## config.mk

```make
export PLATFORM = sky130hd
export DESIGN_NAME = rau_divider
export DESIGN_NICKNAME = d
export VERILOG_FILES = /design/src/sv/rau_pkg.sv /design/src/sv/rau_divider.sv
export SDC_FILE = /design/constraint.sdc
export NUM_CORES = 1
export LEC_CHECK = 0
export ABC_AREA = 1
export BUFFER_PORTS_ARGS = -buffer_cell sky130_fd_sc_hd__buf_4
export CAP_MARGIN = 20
export CORE_MARGIN = 1.5
export CORE_UTILIZATION = 35
export CTS_BUF_LIST = sky130_fd_sc_hd__clkbuf_2 sky130_fd_sc_hd__clkbuf_4 sky130_fd_sc_hd__clkbuf_8
export CTS_CLUSTER_DIAMETER = 200
export CTS_CLUSTER_SIZE = 25
export DETAILED_ROUTE_END_ITERATION = 7
export PLACE_DENSITY_LB_ADDON = 0.1
export SYNTH_ARGS = -nofsm -noshare
export SYNTH_HDL_FRONTEND = slang
export SYNTH_SLANG_ARGS = --single-unit
```

## constraint.sdc

```tcl
create_clock -name i_clk -period 5.07 [get_ports i_clk]
set_input_delay 0.507 -clock i_clk [delete_from_list [all_inputs] [get_ports i_clk]]
set_output_delay 0.507 -clock i_clk [all_outputs]
set_load 0.02 [all_outputs]
```

## src/sv/rau_pkg.sv

```systemverilog
// Package for the rational arithmetic unit: operation codes and word types.
// No dependencies.
`timescale 1ns / 1ps
package rau_pkg;
    localparam int WordW = 64;
    typedef logic [WordW-1:0] t_word;
    typedef logic [1:0] t_op;
    localparam t_op OP_ADD = 2'd0;
    localparam t_op OP_SUB = 2'd1;
    localparam t_op OP_MUL = 2'd2;
    localparam t_op OP_DIV = 2'd3;
    // divider control
    typedef struct packed {
        logic start;
        logic want_rem;
    } t_div_ctl;
endpackage

```

## src/sv/rau_divider.sv

```systemverilog
// Signed truncating 64-bit divider, one quotient bit per cycle.
// Depends on rau_pkg.
`timescale 1ns / 1ps
module rau_divider (
    input  logic              i_clk,
    input  logic              i_rst_n,
    input  rau_pkg::t_div_ctl i_ctl,
    input  rau_pkg::t_word    i_x,
    input  rau_pkg::t_word    i_y,
    output logic              o_done,
    output rau_pkg::t_word    o_result
);
    import rau_pkg::*;
    logic          r_busy, n_busy;
    logic [6:0]    r_cnt, n_cnt;
    t_word         r_q, n_q, r_r, n_r, r_d, n_d;
    logic          r_qneg, n_qneg, r_rneg, n_rneg, r_wrem, n_wrem;
    logic          r_done, n_done;
    t_word         r_res, n_res;
    logic [WordW:0] sh, diff;

    always_comb begin
        n_busy = r_busy; n_cnt = r_cnt; n_q = r_q; n_r = r_r; n_d = r_d;
        n_qneg = r_qneg; n_rneg = r_rneg; n_wrem = r_wrem; n_done = 1'b0;
        n_res = r_res;
        sh = {r_r, r_q[WordW-1]};
        diff = sh - {1'b0, r_d};
        if (i_ctl.start) begin
            n_busy = 1'b1;
            n_cnt = 7'd0;
            n_q = i_x[WordW-1] ? (~i_x + 1'b1) : i_x;
            n_d = i_y[WordW-1] ? (~i_y + 1'b1) : i_y;
            n_r = '0;
            n_qneg = i_x[WordW-1] ^ i_y[WordW-1];
            n_rneg = i_x[WordW-1];
            n_wrem = i_ctl.want_rem;
        end else if (r_busy) begin
            if (!diff[WordW]) begin
                n_r = diff[WordW-1:0];
                n_q = {r_q[WordW-2:0], 1'b1};
            end else begin
                n_r = sh[WordW-1:0];
                n_q = {r_q[WordW-2:0], 1'b0};
            end
            n_cnt = r_cnt + 7'd1;
            if (r_cnt == 7'(WordW-1)) begin
                n_busy = 1'b0;
                n_done = 1'b1;
                if (r_wrem) n_res = r_rneg ? (~n_r + 1'b1) : n_r;
                else        n_res = r_qneg ? (~n_q + 1'b1) : n_q;
            end
        end
    end

    always_ff @(posedge i_clk) begin
        if (!i_rst_n) begin
            r_busy <= 1'b0; r_done <= 1'b0;
        end else begin
            r_busy <= n_busy; r_done <= n_done;
        end
        r_cnt <= n_cnt; r_q <= n_q; r_r <= n_r; r_d <= n_d;
        r_qneg <= n_qneg; r_rneg <= n_rneg; r_wrem <= n_wrem; r_res <= n_res;
    end

    assign o_done = r_done;
    assign o_result = r_res;
endmodule

```

==> impl_metrics.prom, run 1 <==
# TYPE chip_impl_metric gauge
chip_impl_info{name="most_frequent_cell_on_the_critical_path",value="sky130_fd_sc_hd__inv_1"} 1
chip_impl_metric{name="fp.coreArea",unit="um2"} 67500
chip_impl_info{name="synth_top_cells_by_count",value="1,159 x sky130_fd_sc_hd__nand2_1, 554 x sky130_fd_sc_hd__inv_1, 366 x sky130_fd_sc_hd__nor2_1"} 1
chip_impl_info{name="topRoutingLayerUsed",value="met4"} 1
chip_impl_metric{name="peakVddDrop",unit="V"} 0.000155
chip_impl_info{name="synth_top_cell_by_area",value="sky130_fd_sc_hd__edfxtp_1"} 1
chip_impl_metric{name="synth.cell_area",unit="um2"} 24000
chip_impl_info{name="critical-path-top-delay-family",value="simple AND/OR/NAND/NOR gates"} 1
chip_impl_metric{name="wl",unit="um"} 87200
chip_impl_metric{name="postSynthNetCount",unit=""} 3936
chip_impl_metric{name="cts-buffers-inserted",unit=""} 14
chip_impl_metric{name="initial_core_util",unit="%"} 35.6
chip_impl_metric{name="combinationalPowerShare",unit="%"} 26.9
chip_impl_metric{name="antenna_left",unit=""} 0
chip_impl_info{name="setup.worst_path.end_class",value="flop"} 1
chip_impl_metric{name="clock_sinks",unit=""} 268
chip_impl_metric{name="cap_violations",unit=""} 0
chip_impl_info{name="timing.critical_path.from_type",value="flop"} 1
chip_impl_metric{name="first_global_vias",unit=""} 22500
chip_impl_metric{name="met3RoutedLength",unit="um"} 4530
chip_impl_metric{name="pd_cells",unit="nW/um2"} 189
chip_impl_metric{name="nNetsFinal",unit=""} 4126
chip_impl_metric{name="netSwitchingPower",unit="mW"} 1.78
chip_impl_metric{name="p_clk_share",unit="%"} 21.6
chip_impl_metric{name="routedWlPerCell",unit="um"} 18.1
chip_impl_info{name="crit_slowest_cell",value="sky130_fd_sc_hd__edfxtp_1"} 1
chip_impl_info{name="yosys.cell_count.top_type",value="sky130_fd_sc_hd__nand2_1"} 1
chip_impl_metric{name="max_freq",unit="MHz"} 213
chip_impl_metric{name="fin_area",unit="um2"} 27000
chip_impl_metric{name="worst-endpoint-arrival",unit="ns"} 5.05
chip_impl_metric{name="finalWeightedCongestion",unit=""} 0.953
chip_impl_metric{name="grtUsageTotal",unit="%"} 24.2
chip_impl_metric{name="largest_net_degree_at_the_start_of_global_routing",unit=""} 88
chip_impl_metric{name="synth_register_bits",unit=""} 268
chip_impl_metric{name="pre_cts_ws",unit="ns"} 0.139
chip_impl_metric{name="cts_clk_pin_slew_worst_paths",unit="ns"} 0.17
chip_impl_info{name="hold-path-endpoint",value="r_d[0]$_DFFE_PP_"} 1
chip_impl_metric{name="grt_pass1_wl",unit="um"} 131000
chip_impl_metric{name="total_leakage_power",unit="nW"} 13.4
chip_impl_metric{name="die_h",unit="um"} 265
chip_impl_metric{name="worst-slew-pin-transition",unit="ns"} 0.983
chip_impl_metric{name="timing.final.setup_violations",unit=""} 0
chip_impl_metric{name="ctsHtreeMaxLevel",unit=""} 1
chip_impl_info{name="cts_tree",value="done"} 1
chip_impl_metric{name="layout-drive-gt1-share",unit="%"} 11.6
chip_impl_metric{name="die-area",unit="um2"} 70200
chip_impl_metric{name="port_buffers",unit=""} 196
chip_impl_metric{name="worst_hold_margin",unit="ns"} 0.0734
chip_impl_metric{name="total_number_of_vias",unit=""} 24300
chip_impl_info{name="yosys-top-cells-area",value="sky130_fd_sc_hd__edfxtp_1 24%, sky130_fd_sc_hd__nand2_1 18%, sky130_fd_sc_hd__inv_1 8.7%"} 1
chip_impl_metric{name="critPathMaxStageDelay",unit="ns"} 0.40
chip_impl_info{name="critical_path.reg2reg.endpoint",value="o_result[58]$_DFFE_PP_"} 1
chip_impl_metric{name="total_power",unit="mW"} 5.11
chip_impl_metric{name="antenna_violations_before_repair",unit=""} 2
chip_impl_metric{name="pin_count",unit=""} 197
chip_impl_metric{name="p_seq_share",unit="%"} 51.5
chip_impl_info{name="timing.hold.worst.class",value="input port to flop"} 1
chip_impl_info{name="synth-main-ff-cell",value="sky130_fd_sc_hd__edfxtp_1"} 1
chip_impl_metric{name="core.rowCount",unit=""} 95
chip_impl_info{name="outcome",value="completed"} 1
chip_impl_metric{name="fp.dieW",unit="um"} 265
chip_impl_metric{name="mean_post_synth_cell_area",unit="um2"} 6.43
chip_impl_metric{name="holdPathStages",unit=""} 1
chip_impl_metric{name="period_needed",unit="ns"} 4.69
chip_impl_metric{name="worst-r2r-setup-slack",unit="ns"} 0.38
chip_impl_metric{name="area_delta_synth_final",unit="%"} 12.4
chip_impl_metric{name="finalWorstSetupSlack",unit="ns"} 0.384
chip_impl_metric{name="clock_insertion_delay_worst_skew",unit="ns"} 0.62
chip_impl_metric{name="placed_cell_area",unit="um2"} 26600
chip_impl_metric{name="total_grt_overflow",unit=""} 0
chip_impl_metric{name="worst-r2r-cell-count",unit=""} 32
chip_impl_info{name="path_class",value="flop to flop"} 1
chip_impl_metric{name="async_flop_share",unit="%"} 0
chip_impl_info{name="min-delay-start",value="i_y[0]"} 1
chip_impl_metric{name="detail_route.drc_violations",unit=""} 0
chip_impl_metric{name="detailedRoute.firstPassIterationCount",unit=""} 6
chip_impl_info{name="timing.rr.start",value="r_d[30]$_DFFE_PP_"} 1
chip_impl_metric{name="switching_share",unit="%"} 34.8
chip_impl_metric{name="yosys.area.top_type_share",unit="%"} 24.4
chip_impl_metric{name="detail_route.iter0.violations",unit=""} 2183
chip_impl_metric{name="synth_seq_area_share",unit="%"} 30.5
chip_impl_metric{name="finalClockSkew",unit="ns"} 0.0317
chip_impl_metric{name="detail_route.wirelength.met1",unit="um"} 39900
chip_impl_metric{name="postCtsHoldBufs",unit=""} 0
chip_impl_metric{name="synth_enable_flop_cells",unit=""} 195
chip_impl_metric{name="intPower",unit="mW"} 3.33
chip_impl_metric{name="synth.distinct_cells",unit=""} 60
chip_impl_metric{name="fill_cells",unit=""} 7471
chip_impl_metric{name="route.met2.wl",unit="um"} 41100
chip_impl_info{name="clk_root_buffer_cell",value="sky130_fd_sc_hd__clkbuf_8"} 1
chip_impl_metric{name="crit_buf_inv",unit=""} 9
chip_impl_metric{name="min_period_over_period",unit="%"} 92.4
chip_impl_metric{name="maxSlewViolCount",unit=""} 0
chip_impl_metric{name="post-dp-hpwl",unit="um"} 71300
chip_impl_metric{name="critical_path_peak_fanout",unit=""} 4
chip_impl_metric{name="timing.critical_path.required",unit="ns"} 5.44
chip_impl_metric{name="finalHoldViolCount",unit=""} 0
chip_impl_metric{name="detail_route.vias_per_cell",unit=""} 5.06
chip_impl_metric{name="yosys_warnings",unit=""} 0
chip_impl_metric{name="cts-root-to-sink-buffers",unit=""} 3
chip_impl_metric{name="slew_headroom",unit="%"} 34.5
chip_impl_metric{name="synthesized_instance_count",unit=""} 3734
## worst register-to-register path, delay by kind of cell (launching register included)
family	cells	cell delay, ns
and+or+nand+nor	16	1.93
buffers and inverters	9	0.91
adders and majority gates	2	0.44
AOI/OAI and AO/OA	5	0.76
DFF	1	0.40
## worst max path at each step
stage / start / end / depth (start not counted)
2_1_floorplan: r_q[63]$_DFFE_PP_ / o_result[58]$_DFFE_PP_ / 35
3_3_place_gp: r_q[63]$_DFFE_PP_ / o_result[58]$_DFFE_PP_ / 34
3_5_place_dp: r_q[63]$_DFFE_PP_ / o_result[58]$_DFFE_PP_ / 34
4_1_cts: r_q[63]$_DFFE_PP_ / o_result[58]$_DFFE_PP_ / 34
5_1_grt: r_q[63]$_DFFE_PP_ / o_result[58]$_DFFE_PP_ / 34
6_report: r_d[30]$_DFFE_PP_ / o_result[58]$_DFFE_PP_ / 32
## registers in the layout (all words and copies together) (netlist names)
| name | count |
|---|---|
| r_d | 64 |
| o_done | 1 |
| r_wrem | 1 |
| o_result | 64 |
| r_r | 64 |
| r_rneg | 1 |
| r_q | 64 |
| r_busy | 1 |
| r_cnt | 7 |
| r_qneg | 1 |
## what timing repair did
| item | 4_1_cts | 5_1_grt |
|---|---|---|
| gates resized for setup | 0 | 22 |
| hold endpoints to repair | 0 | 0 |
| endpoints found under the setup margin | 0 | 15 |
| buffers inserted | 0 | 2 |
## power groups by stage
stage	Sequential, mW	Combinational, mW	Clock, mW
finish	2.64	1.37	1.10
CTS	2.64	1.37	1.16
floorplan	2.65	0.866	0
detailed placement	2.68	1.37	0
global route	2.65	1.54	1.21
global placement	2.68	1.36	0
## per-stage QoR
stage | setup TNS (ns) | utilization [%] | std cells
floorplan | 0 | - | 3734
global placement | 0 | 39.4 | 4778
detailed placement | 0 | 39.4 | 4779
CTS | 0 | 39.8 | 4803
global route | -0.0305 | 40.0 | 4806
finish | 0 | 40.0 | 4806
## per-layer routing
| layer | track usage [%] | vias to the layer above |
|---|---|---|
| met5 | 0 | - |
| met2 | 41.0 | 607 |
| met1 | 33.7 | 11100 |
| li1 | - | 12500 |
| met4 | 4.23 | 0 |
| met3 | 2.28 | 64 |
## cells in the final DEF (no fill, tap or decap), drive strengths merged, types with 2 or more instances in the layout
cell,instances
a21o,4
nor2,401
o22ai,65
or2,9
clkbuf,23
nor4,42
buf,262
nand3,249
a31oi,11
o21ai,232
xor2,88
o21bai,16
nand2,1215
o21a,3
a21oi,154
nand4,55
nor3b,4
o31ai,9
ha,69
o32ai,2
xnor2,68
nor3,72
a41oi,2
and3,10
o41ai,3
dfxtp,73
clkinv,2
inv,575
edfxtp,195
nand3b,11
## cell type report
cell class                 instances  area [um2]  share of cell area, %
multi-input combinational       2802       14100                   52.4
sequential                       268        7320                   27.1
inverter                         576        2170                   8.02
timing repair buffer             262        1990                   7.38
tap                              873        1090                   4.05
clock buffer                      23         267                  0.987
clock inverter                     1        8.76                 0.0325
antenna                            1        2.50                0.00927
## logic make-up (layout without fill, tap and decap cells)
family / after synthesis / after routing / share of synthesized area (%)
AOI/OAI and AO/OA: 504 / 504 / 11.8
xor gates and xnor gates: 156 / 156 / 5.69
adders and majority gates: 70 / 70 / 3.68
buffers and inverters: 664 / 862 / 11.0
DFF: 268 / 268 / 30.5
other: 0 / 1 / 0
and+or+nand+nor: 2072 / 2072 / 37.3
(Power assumes the default switching activity.)
==> run 2, diff against run 1 <==
--- a/config.mk
+++ b/config.mk
@@ -14,7 +14,6 @@
 export CTS_CLUSTER_DIAMETER = 200
 export CTS_CLUSTER_SIZE = 25
 export DETAILED_ROUTE_END_ITERATION = 7
-export PLACE_DENSITY_LB_ADDON = 0.1
 export SYNTH_ARGS = -nofsm -noshare
 export SYNTH_HDL_FRONTEND = slang
 export SYNTH_SLANG_ARGS = --single-unit
==> run 2 against run 1 <==
  * Non-clock buffer count shrank 12
  * Global-route usage shrank 0.60 points
  * Total power is 0.43% lower
  * Core utilization is 0.14 points lower
  * Clock-buffer cell count did not move
  * Critical path depth down 2
  * Combinational power is essentially flat
  * Routed wire length fell by 2.6%
  * Clock power about the same
  * Cell area shrank 0.36%
  * Sequential share of layout area grew 0.097 points
  * Fmax shrank 0.17%
  * Critical endpoint is now o_result[56]$_DFFE_PP_
==> impl_metrics.prom, run 2 (same netlist as run 1, synthesis figures left out) <==
# TYPE chip_impl_metric gauge
chip_impl_info{name="outcome",value="completed"} 1
chip_impl_metric{name="slew_headroom",unit="%"} 28.9
chip_impl_metric{name="cts-buffers-inserted",unit=""} 14
chip_impl_metric{name="cts-root-to-sink-buffers",unit=""} 3
chip_impl_info{name="min-delay-start",value="i_y[0]"} 1
chip_impl_info{name="timing.rr.start",value="r_q[63]$_DFFE_PP_"} 1
chip_impl_metric{name="min_period_over_period",unit="%"} 92.6
chip_impl_info{name="timing.hold.worst.class",value="input port to flop"} 1
chip_impl_metric{name="detailedRoute.firstPassIterationCount",unit=""} 6
chip_impl_metric{name="peakVddDrop",unit="V"} 0.000164
chip_impl_info{name="cts_tree",value="done"} 1
chip_impl_info{name="most_frequent_cell_on_the_critical_path",value="sky130_fd_sc_hd__nand2_1"} 1
chip_impl_metric{name="finalHoldViolCount",unit=""} 0
chip_impl_metric{name="clock_insertion_delay_worst_skew",unit="ns"} 0.63
chip_impl_info{name="crit_slowest_cell",value="sky130_fd_sc_hd__edfxtp_1"} 1
chip_impl_metric{name="detail_route.vias_per_cell",unit=""} 5.09
chip_impl_metric{name="layout-drive-gt1-share",unit="%"} 11.3
chip_impl_metric{name="port_buffers",unit=""} 196
chip_impl_metric{name="die-area",unit="um2"} 70200
chip_impl_metric{name="detail_route.iter0.violations",unit=""} 2209
chip_impl_metric{name="period_needed",unit="ns"} 4.69
chip_impl_info{name="clk_root_buffer_cell",value="sky130_fd_sc_hd__clkbuf_8"} 1
chip_impl_metric{name="die_h",unit="um"} 265
chip_impl_metric{name="pin_count",unit=""} 197
chip_impl_metric{name="nNetsFinal",unit=""} 4114
chip_impl_metric{name="first_global_vias",unit=""} 22600
chip_impl_metric{name="ctsHtreeMaxLevel",unit=""} 1
chip_impl_info{name="crit_path_start",value="r_q[63]$_DFFE_PP_"} 1
chip_impl_metric{name="area_delta_synth_final",unit="%"} 12.0
chip_impl_metric{name="fp.coreArea",unit="um2"} 67500
chip_impl_metric{name="detail_route.drc_violations",unit=""} 0
chip_impl_metric{name="postCtsHoldBufs",unit=""} 0
chip_impl_metric{name="timing.critical_path.required",unit="ns"} 5.56
chip_impl_metric{name="timing.setup.tns",unit="ns"} 0
chip_impl_metric{name="fill_cells",unit=""} 7378
chip_impl_metric{name="total_grt_overflow",unit=""} 0
chip_impl_metric{name="largest_net_degree_at_the_start_of_global_routing",unit=""} 89
chip_impl_info{name="path_class",value="flop to flop"} 1
chip_impl_metric{name="total_leakage_power",unit="nW"} 13.4
chip_impl_metric{name="grtUsageTotal",unit="%"} 23.6
chip_impl_metric{name="worst-endpoint-arrival",unit="ns"} 5.19
chip_impl_metric{name="cts_clk_pin_slew_worst_paths",unit="ns"} 0.18
chip_impl_info{name="final_cell_mix",value="1,158 x sky130_fd_sc_hd__nand2_1, 553 x sky130_fd_sc_hd__inv_1, 361 x sky130_fd_sc_hd__nor2_1"} 1
chip_impl_metric{name="initial_core_util",unit="%"} 35.6
chip_impl_info{name="timing.critical_path.from_type",value="flop"} 1
chip_impl_metric{name="clock_sinks",unit=""} 268
chip_impl_metric{name="maxSlewViolCount",unit=""} 0
chip_impl_info{name="final_common_cell",value="sky130_fd_sc_hd__nand2_1"} 1
chip_impl_metric{name="worst-slew-pin-transition",unit="ns"} 1.07
chip_impl_metric{name="ff_latch_area",unit="um2"} 7320
chip_impl_metric{name="pd_cells",unit="nW/um2"} 189
chip_impl_metric{name="post-dp-hpwl",unit="um"} 69200
chip_impl_metric{name="fp.dieW",unit="um"} 265
chip_impl_metric{name="final_util",unit="%"} 39.8
chip_impl_metric{name="finalWeightedCongestion",unit=""} 0.991
chip_impl_metric{name="critical_path_peak_fanout",unit=""} 4
chip_impl_metric{name="routedWlPerCell",unit="um"} 17.7
chip_impl_metric{name="max_freq",unit="MHz"} 213
chip_impl_metric{name="antenna_left",unit=""} 0
chip_impl_metric{name="finalClockSkew",unit="ns"} 0.0425
chip_impl_metric{name="antenna_violations_before_repair",unit=""} 3
chip_impl_metric{name="critPathMaxStageDelay",unit="ns"} 0.39
chip_impl_metric{name="timing.final.setup_violations",unit=""} 0
chip_impl_metric{name="core.rowCount",unit=""} 95
chip_impl_info{name="setup.worst_path.end_class",value="flop"} 1
chip_impl_metric{name="multi_input_comb_area",unit="um2"} 14100
chip_impl_metric{name="cap_violations",unit=""} 0
chip_impl_metric{name="grt_pass1_wl",unit="um"} 129000
chip_impl_metric{name="total_number_of_vias",unit=""} 24400
chip_impl_metric{name="wl",unit="um"} 84900
==> run 2: cell count changes in the layout (fill, tap and decap cells not counted), sizes merged <==
cell | previous run | this run
buf | 262 | 250
==> run 2: worst max-delay path: cells and delay by family, from the launching register on <==
family	cells	cell delay, ns
DFF	1	0.39
and+or+nand+nor	21	2.62
AOI/OAI and AO/OA	3	0.61
adders and majority gates	3	0.75
buffers and inverters	3	0.21
==> run 2: worst paths after layout <==
check                                               to  slack (ns)  depth (start not counted)
worst max-delay path            o_result[56]$_DFFE_PP_        0.38                         30
worst min-delay path                  r_d[0]$_DFFE_PP_        0.09                          1
worst max register to register  o_result[56]$_DFFE_PP_        0.38                         30
worst min register to register   r_cnt[1]$_SDFFE_PP0P_        0.50                          2
==> run 2: where the power goes <==
part / internal, mW / leakage (nW) / switching, mW
Clock: 0.341 / 0.149 / 0.758
Combinational: 0.459 / 10.7 / 0.896
Sequential: 2.53 / 2.48 / 0.110
==> run 2: what timing repair did <==
item / in CTS / in global routing
setup endpoints to repair: 0 / 8
gates resized for setup: 0 / 19
setup buffers: 0 / 3
==> run 2: cell type report <==
cell class                      count  area share (%)
Clock buffer                       23           0.991
Antenna cell                        1         0.00930
Clock inverter                      1          0.0326
Inverter                          576            8.05
Multi-Input combinational cell   2802            52.5
Tap cell                          873            4.06
Sequential cell                   268            27.2
Timing Repair Buffer              250            7.12
==> run 2: per-layer routing <==
| layer | global-route usage [%] | up-vias | share of wire, % |
|---|---|---|---|
| met4 | 5.02 | 0 | 1.9 |
| li1 | - | 12400 | - |
| met5 | 0 | - | 0 |
| met1 | 32.1 | 11200 | 44 |
| met2 | 40.7 | 683 | 48 |
| met3 | 2.07 | 75 | 6.1 |
==> run 2: through the flow <==
step                total power [mW]  hold slack [ns]  instance area [um2]  worst slack (ns)  cells
floorplan                       3.51            0.444                24000             0.208   3734
global placement                4.02            0.461                26500             0.175   4765
detailed placement              4.03            0.475                26500             0.122   4766
CTS                             5.13           0.0575                26800             0.125   4790
global route                    5.37           0.0665                26900           -0.0151   4794
finish                          5.09           0.0850                26900             0.376   4794
==> run 3, diff against run 2 <==
--- a/config.mk
+++ b/config.mk
@@ -5,7 +5,6 @@
 export SDC_FILE = /design/constraint.sdc
 export NUM_CORES = 1
 export LEC_CHECK = 0
-export ABC_AREA = 1
 export BUFFER_PORTS_ARGS = -buffer_cell sky130_fd_sc_hd__buf_4
 export CAP_MARGIN = 20
 export CORE_MARGIN = 1.5
==> run 3 against run 2 <==
  * The run now ends with negative setup slack left
  * Synthesized area down 8.6%
  * Hold slack worse by 0.035 ns
  * Non-clock buffer count up 376
==> impl_metrics.prom, run 3 <==
# TYPE chip_impl_metric gauge
chip_impl_metric{name="peakVddDrop",unit="V"} 0.000161
chip_impl_metric{name="port_buffers",unit=""} 196
chip_impl_info{name="failed_checks",value="negative setup slack"} 1
chip_impl_metric{name="pin_count",unit=""} 197
chip_impl_metric{name="first_global_vias",unit=""} 21500
chip_impl_metric{name="cts_clk_pin_slew_worst_paths",unit="ns"} 0.17
chip_impl_info{name="setup_repair_after_global_routing_missed_its_margin",value="yes"} 1
chip_impl_metric{name="global_route.usage.met2",unit="%"} 45.1
chip_impl_metric{name="maxSlewViolCount",unit=""} 0
chip_impl_metric{name="synth.distinct_cells",unit=""} 96
chip_impl_info{name="synth_top_cells_by_count",value="287 x sky130_fd_sc_hd__nor2_1, 229 x sky130_fd_sc_hd__a21oi_1, 199 x sky130_fd_sc_hd__nand2_1"} 1
chip_impl_metric{name="synth_seq_area_share",unit="%"} 33.4
chip_impl_metric{name="final_cell_count_no_fill",unit=""} 3959
chip_impl_info{name="clk_root_buffer_cell",value="sky130_fd_sc_hd__clkbuf_8"} 1
chip_impl_metric{name="antenna_violations_before_repair",unit=""} 0
chip_impl_metric{name="total_power",unit="mW"} 7.81
chip_impl_metric{name="synth_enable_flop_cells",unit=""} 195
chip_impl_metric{name="detail_route.iter0.violations",unit=""} 1619
chip_impl_info{name="yosys-top-cells-area",value="sky130_fd_sc_hd__edfxtp_1 27%, sky130_fd_sc_hd__xnor2_1 6.7%, sky130_fd_sc_hd__dfxtp_1 6.7%"} 1
chip_impl_metric{name="finalClockSkew",unit="ns"} 0.0328
chip_impl_metric{name="cts-root-to-sink-buffers",unit=""} 3
chip_impl_metric{name="pre_cts_ws",unit="ns"} -0.564
chip_impl_metric{name="synth.cell_area",unit="um2"} 21900
chip_impl_info{name="outcome",value="complete, but fails checks"} 1
chip_impl_info{name="endpoint",value="o_result[56]$_DFFE_PP_"} 1
chip_impl_metric{name="grtUsageTotal",unit="%"} 24.5
chip_impl_metric{name="clock_insertion_delay_worst_skew",unit="ns"} 0.62
chip_impl_metric{name="layout-drive-gt1-share",unit="%"} 26.8
chip_impl_metric{name="slew_headroom",unit="%"} 31.2
chip_impl_info{name="timing.critical_path.from_type",value="flop"} 1
chip_impl_metric{name="total_number_of_vias",unit=""} 22300
chip_impl_metric{name="wl",unit="um"} 82100
chip_impl_metric{name="synthesized_instance_count",unit=""} 2620
chip_impl_metric{name="fill_cells",unit=""} 6087
chip_impl_metric{name="cts-buffers-inserted",unit=""} 14
chip_impl_metric{name="nNetsFinal",unit=""} 3316
chip_impl_metric{name="finalWeightedCongestion",unit=""} 0.937
chip_impl_metric{name="finalHoldViolCount",unit=""} 0
chip_impl_metric{name="ff_latch_area",unit="um2"} 7330
chip_impl_metric{name="largest_net_degree_at_the_start_of_global_routing",unit=""} 94
chip_impl_metric{name="die-area",unit="um2"} 64200
chip_impl_metric{name="gr-usage-met1",unit="%"} 29.4
chip_impl_metric{name="post-dp-hpwl",unit="um"} 65100
chip_impl_metric{name="antenna-diode-count",unit=""} 0
chip_impl_info{name="final_common_cell",value="sky130_fd_sc_hd__buf_4"} 1
chip_impl_metric{name="max_freq",unit="MHz"} 185
chip_impl_info{name="critical-path-top-delay-family",value="simple AND/OR/NAND/NOR gates"} 1
chip_impl_metric{name="critical_path_peak_fanout",unit=""} 7
chip_impl_info{name="final_cell_mix",value="613 x sky130_fd_sc_hd__buf_4, 284 x sky130_fd_sc_hd__nor2_1, 204 x sky130_fd_sc_hd__a21oi_1"} 1
chip_impl_info{name="crit_slowest_cell",value="sky130_fd_sc_hd__or4_4"} 1
chip_impl_metric{name="synth_register_bits",unit=""} 268
chip_impl_metric{name="total_grt_overflow",unit=""} 0
chip_impl_metric{name="core.rowCount",unit=""} 91
chip_impl_metric{name="initial_core_util",unit="%"} 35.5
chip_impl_metric{name="dp_cells",unit=""} 3905
chip_impl_metric{name="worst-endpoint-arrival",unit="ns"} 5.76
chip_impl_metric{name="min_period_over_period",unit="%"} 107
chip_impl_info{name="synth-main-ff-cell",value="sky130_fd_sc_hd__edfxtp_1"} 1
chip_impl_info{name="path_class",value="flop to flop"} 1
chip_impl_metric{name="fp.coreArea",unit="um2"} 61800
chip_impl_metric{name="detail_route.vias_per_cell",unit=""} 5.64
chip_impl_metric{name="worst-r2r-setup-slack",unit="ns"} -0.34
chip_impl_metric{name="die_h",unit="um"} 253
chip_impl_metric{name="worst-slew-pin-transition",unit="ns"} 1.03
chip_impl_metric{name="antenna_left",unit=""} 0
chip_impl_metric{name="fp.dieW",unit="um"} 253
chip_impl_metric{name="yosys.area.top_type_share",unit="%"} 26.7
chip_impl_metric{name="timing.critical_path.required",unit="ns"} 5.43
chip_impl_info{name="busiest_grt_layer",value="met2"} 1
chip_impl_metric{name="timing.final.setup_violations",unit=""} 18
chip_impl_metric{name="postCtsHoldBufs",unit=""} 0
chip_impl_info{name="crit_path_start",value="r_r[51]$_SDFFE_PP0P_"} 1
chip_impl_metric{name="area_delta_synth_final",unit="%"} 28.9
chip_impl_metric{name="multi_input_comb_area",unit="um2"} 14400
chip_impl_info{name="setup.worst_path.end_class",value="flop"} 1
chip_impl_metric{name="async_flop_share",unit="%"} 0
chip_impl_metric{name="total_leakage_power",unit="nW"} 11.1
chip_impl_metric{name="clock_sinks",unit=""} 268
chip_impl_metric{name="worst-r2r-cell-count",unit=""} 20
chip_impl_info{name="timing.rr.start",value="r_r[51]$_SDFFE_PP0P_"} 1
chip_impl_metric{name="finalWorstSetupSlack",unit="ns"} -0.338
chip_impl_metric{name="detailedRoute.firstPassIterationCount",unit=""} 5
chip_impl_metric{name="crit_buf_inv",unit=""} 4
chip_impl_metric{name="critPathMaxStageDelay",unit="ns"} 0.54
chip_impl_metric{name="yosys_warnings",unit=""} 0
chip_impl_info{name="cts_tree",value="done"} 1
chip_impl_info{name="timing.hold.worst.class",value="input port to flop"} 1
chip_impl_metric{name="detail_route.drc_violations",unit=""} 0
chip_impl_info{name="crit_chain",value="ha_4 -> and4_1 -> nor3b_4 -> a311o_1 -> a221o_1 -> buf_6 -> o2bb2ai_4 -> nor2_4 -> inv_4 -> buf_6 -> a21oi_4 -> ha_4 -> inv_2 -> or4_4 -> or3_4 -> o41a_1 -> or4_4 -> nor3_4 -> mux2i_1 -> a211oi_2"} 1
chip_impl_metric{name="mean_post_synth_cell_area",unit="um2"} 8.37
chip_impl_info{name="yosys.cell_count.top_type",value="sky130_fd_sc_hd__nor2_1"} 1
chip_impl_info{name="synth_top_cell_by_area",value="sky130_fd_sc_hd__edfxtp_1"} 1
chip_impl_info{name="critical_path.reg2reg.endpoint",value="o_result[56]$_DFFE_PP_"} 1
chip_impl_metric{name="routedWlPerCell",unit="um"} 20.7
chip_impl_metric{name="pd_cells",unit="nW/um2"} 276
chip_impl_metric{name="period_needed",unit="ns"} 5.41
chip_impl_metric{name="grt_pass1_wl",unit="um"} 123000
chip_impl_metric{name="met3_resource_use_gr",unit="%"} 1.78
chip_impl_metric{name="postSynthNetCount",unit=""} 2822
chip_impl_metric{name="ctsHtreeMaxLevel",unit=""} 1
chip_impl_metric{name="holdPathStages",unit=""} 1
chip_impl_metric{name="cap_violations",unit=""} 0
chip_impl_metric{name="worst_hold_margin",unit="ns"} 0.0503
chip_impl_metric{name="cp.depth",unit=""} 20
run 3: area by class of cell:
| class | instances | share of cell area (%) |
|---|---|---|
| Clock inverter | 2 | 0.0620 |
| Multi-Input combinational cell | 2100 | 51.1 |
| Clock buffer | 22 | 0.894 |
| Timing Repair Buffer | 626 | 17.0 |
| Sequential cell | 268 | 25.9 |
| Inverter | 104 | 1.39 |
| Tap cell | 837 | 3.70 |
run 3: what timing repair did:
item | in CTS | in global routing
pin swaps | 33 | 44
resized for setup | 54 | 97
endpoints found under the setup margin | 27 | 40
setup buffers | 15 | 16
gates cloned | 0 | 1
run 3: worst min-delay path by stage:
stage,startpoint,end,slack [ns]
5_1_grt,i_ctl[0],r_wrem$_DFFE_PP_,0.03
2_1_floorplan,r_cnt[5]$_SDFFE_PP0P_,r_cnt[5]$_SDFFE_PP0P_,0.46
4_1_cts,i_ctl[0],r_wrem$_DFFE_PP_,0.01
6_report,i_ctl[0],r_wrem$_DFFE_PP_,0.05
3_3_place_gp,r_cnt[5]$_SDFFE_PP0P_,r_cnt[5]$_SDFFE_PP0P_,0.47
3_5_place_dp,r_cnt[5]$_SDFFE_PP0P_,r_cnt[5]$_SDFFE_PP0P_,0.51
run 3: layer usage:
metal | wire length, um | share of wire [%] | vias up
met2 | 42200 | 51 | 608
li1 | - | - | 10700
met5 | 0 | 0 | -
met1 | 33400 | 41 | 10900
met3 | 3220 | 3.9 | 132
met4 | 3330 | 4.1 | 0
run 3: report_power, final:
part / switching, mW / internal, mW / leakage, nW
sequential: 0.158 / 2.59 / 2.46
clock: 0.767 / 0.329 / 0.147
combinational: 2.26 / 1.70 / 8.47
run 3: logic make-up after synthesis:
group / share of synthesized area [%]
simple gates: 19.5
compound gates: 24.7
xor+xnor: 11.0
flops: 33.4
buf+inv: 4.47
fa+ha+maj: 4.03
mux: 2.93
run 3: stage by stage:
stage / setup TNS [ns] / utilization [%] / area [um2]
2_1_floorplan: -5.07 / - / 22200
5_1_grt: -5.58 / 45.7 / 28300
3_3_place_gp: -3.24 / 43.8 / 27100
3_5_place_dp: -5.39 / 43.8 / 27100
4_1_cts: -2.65 / 44.8 / 27700
6_report: -3.02 / 45.7 / 28300
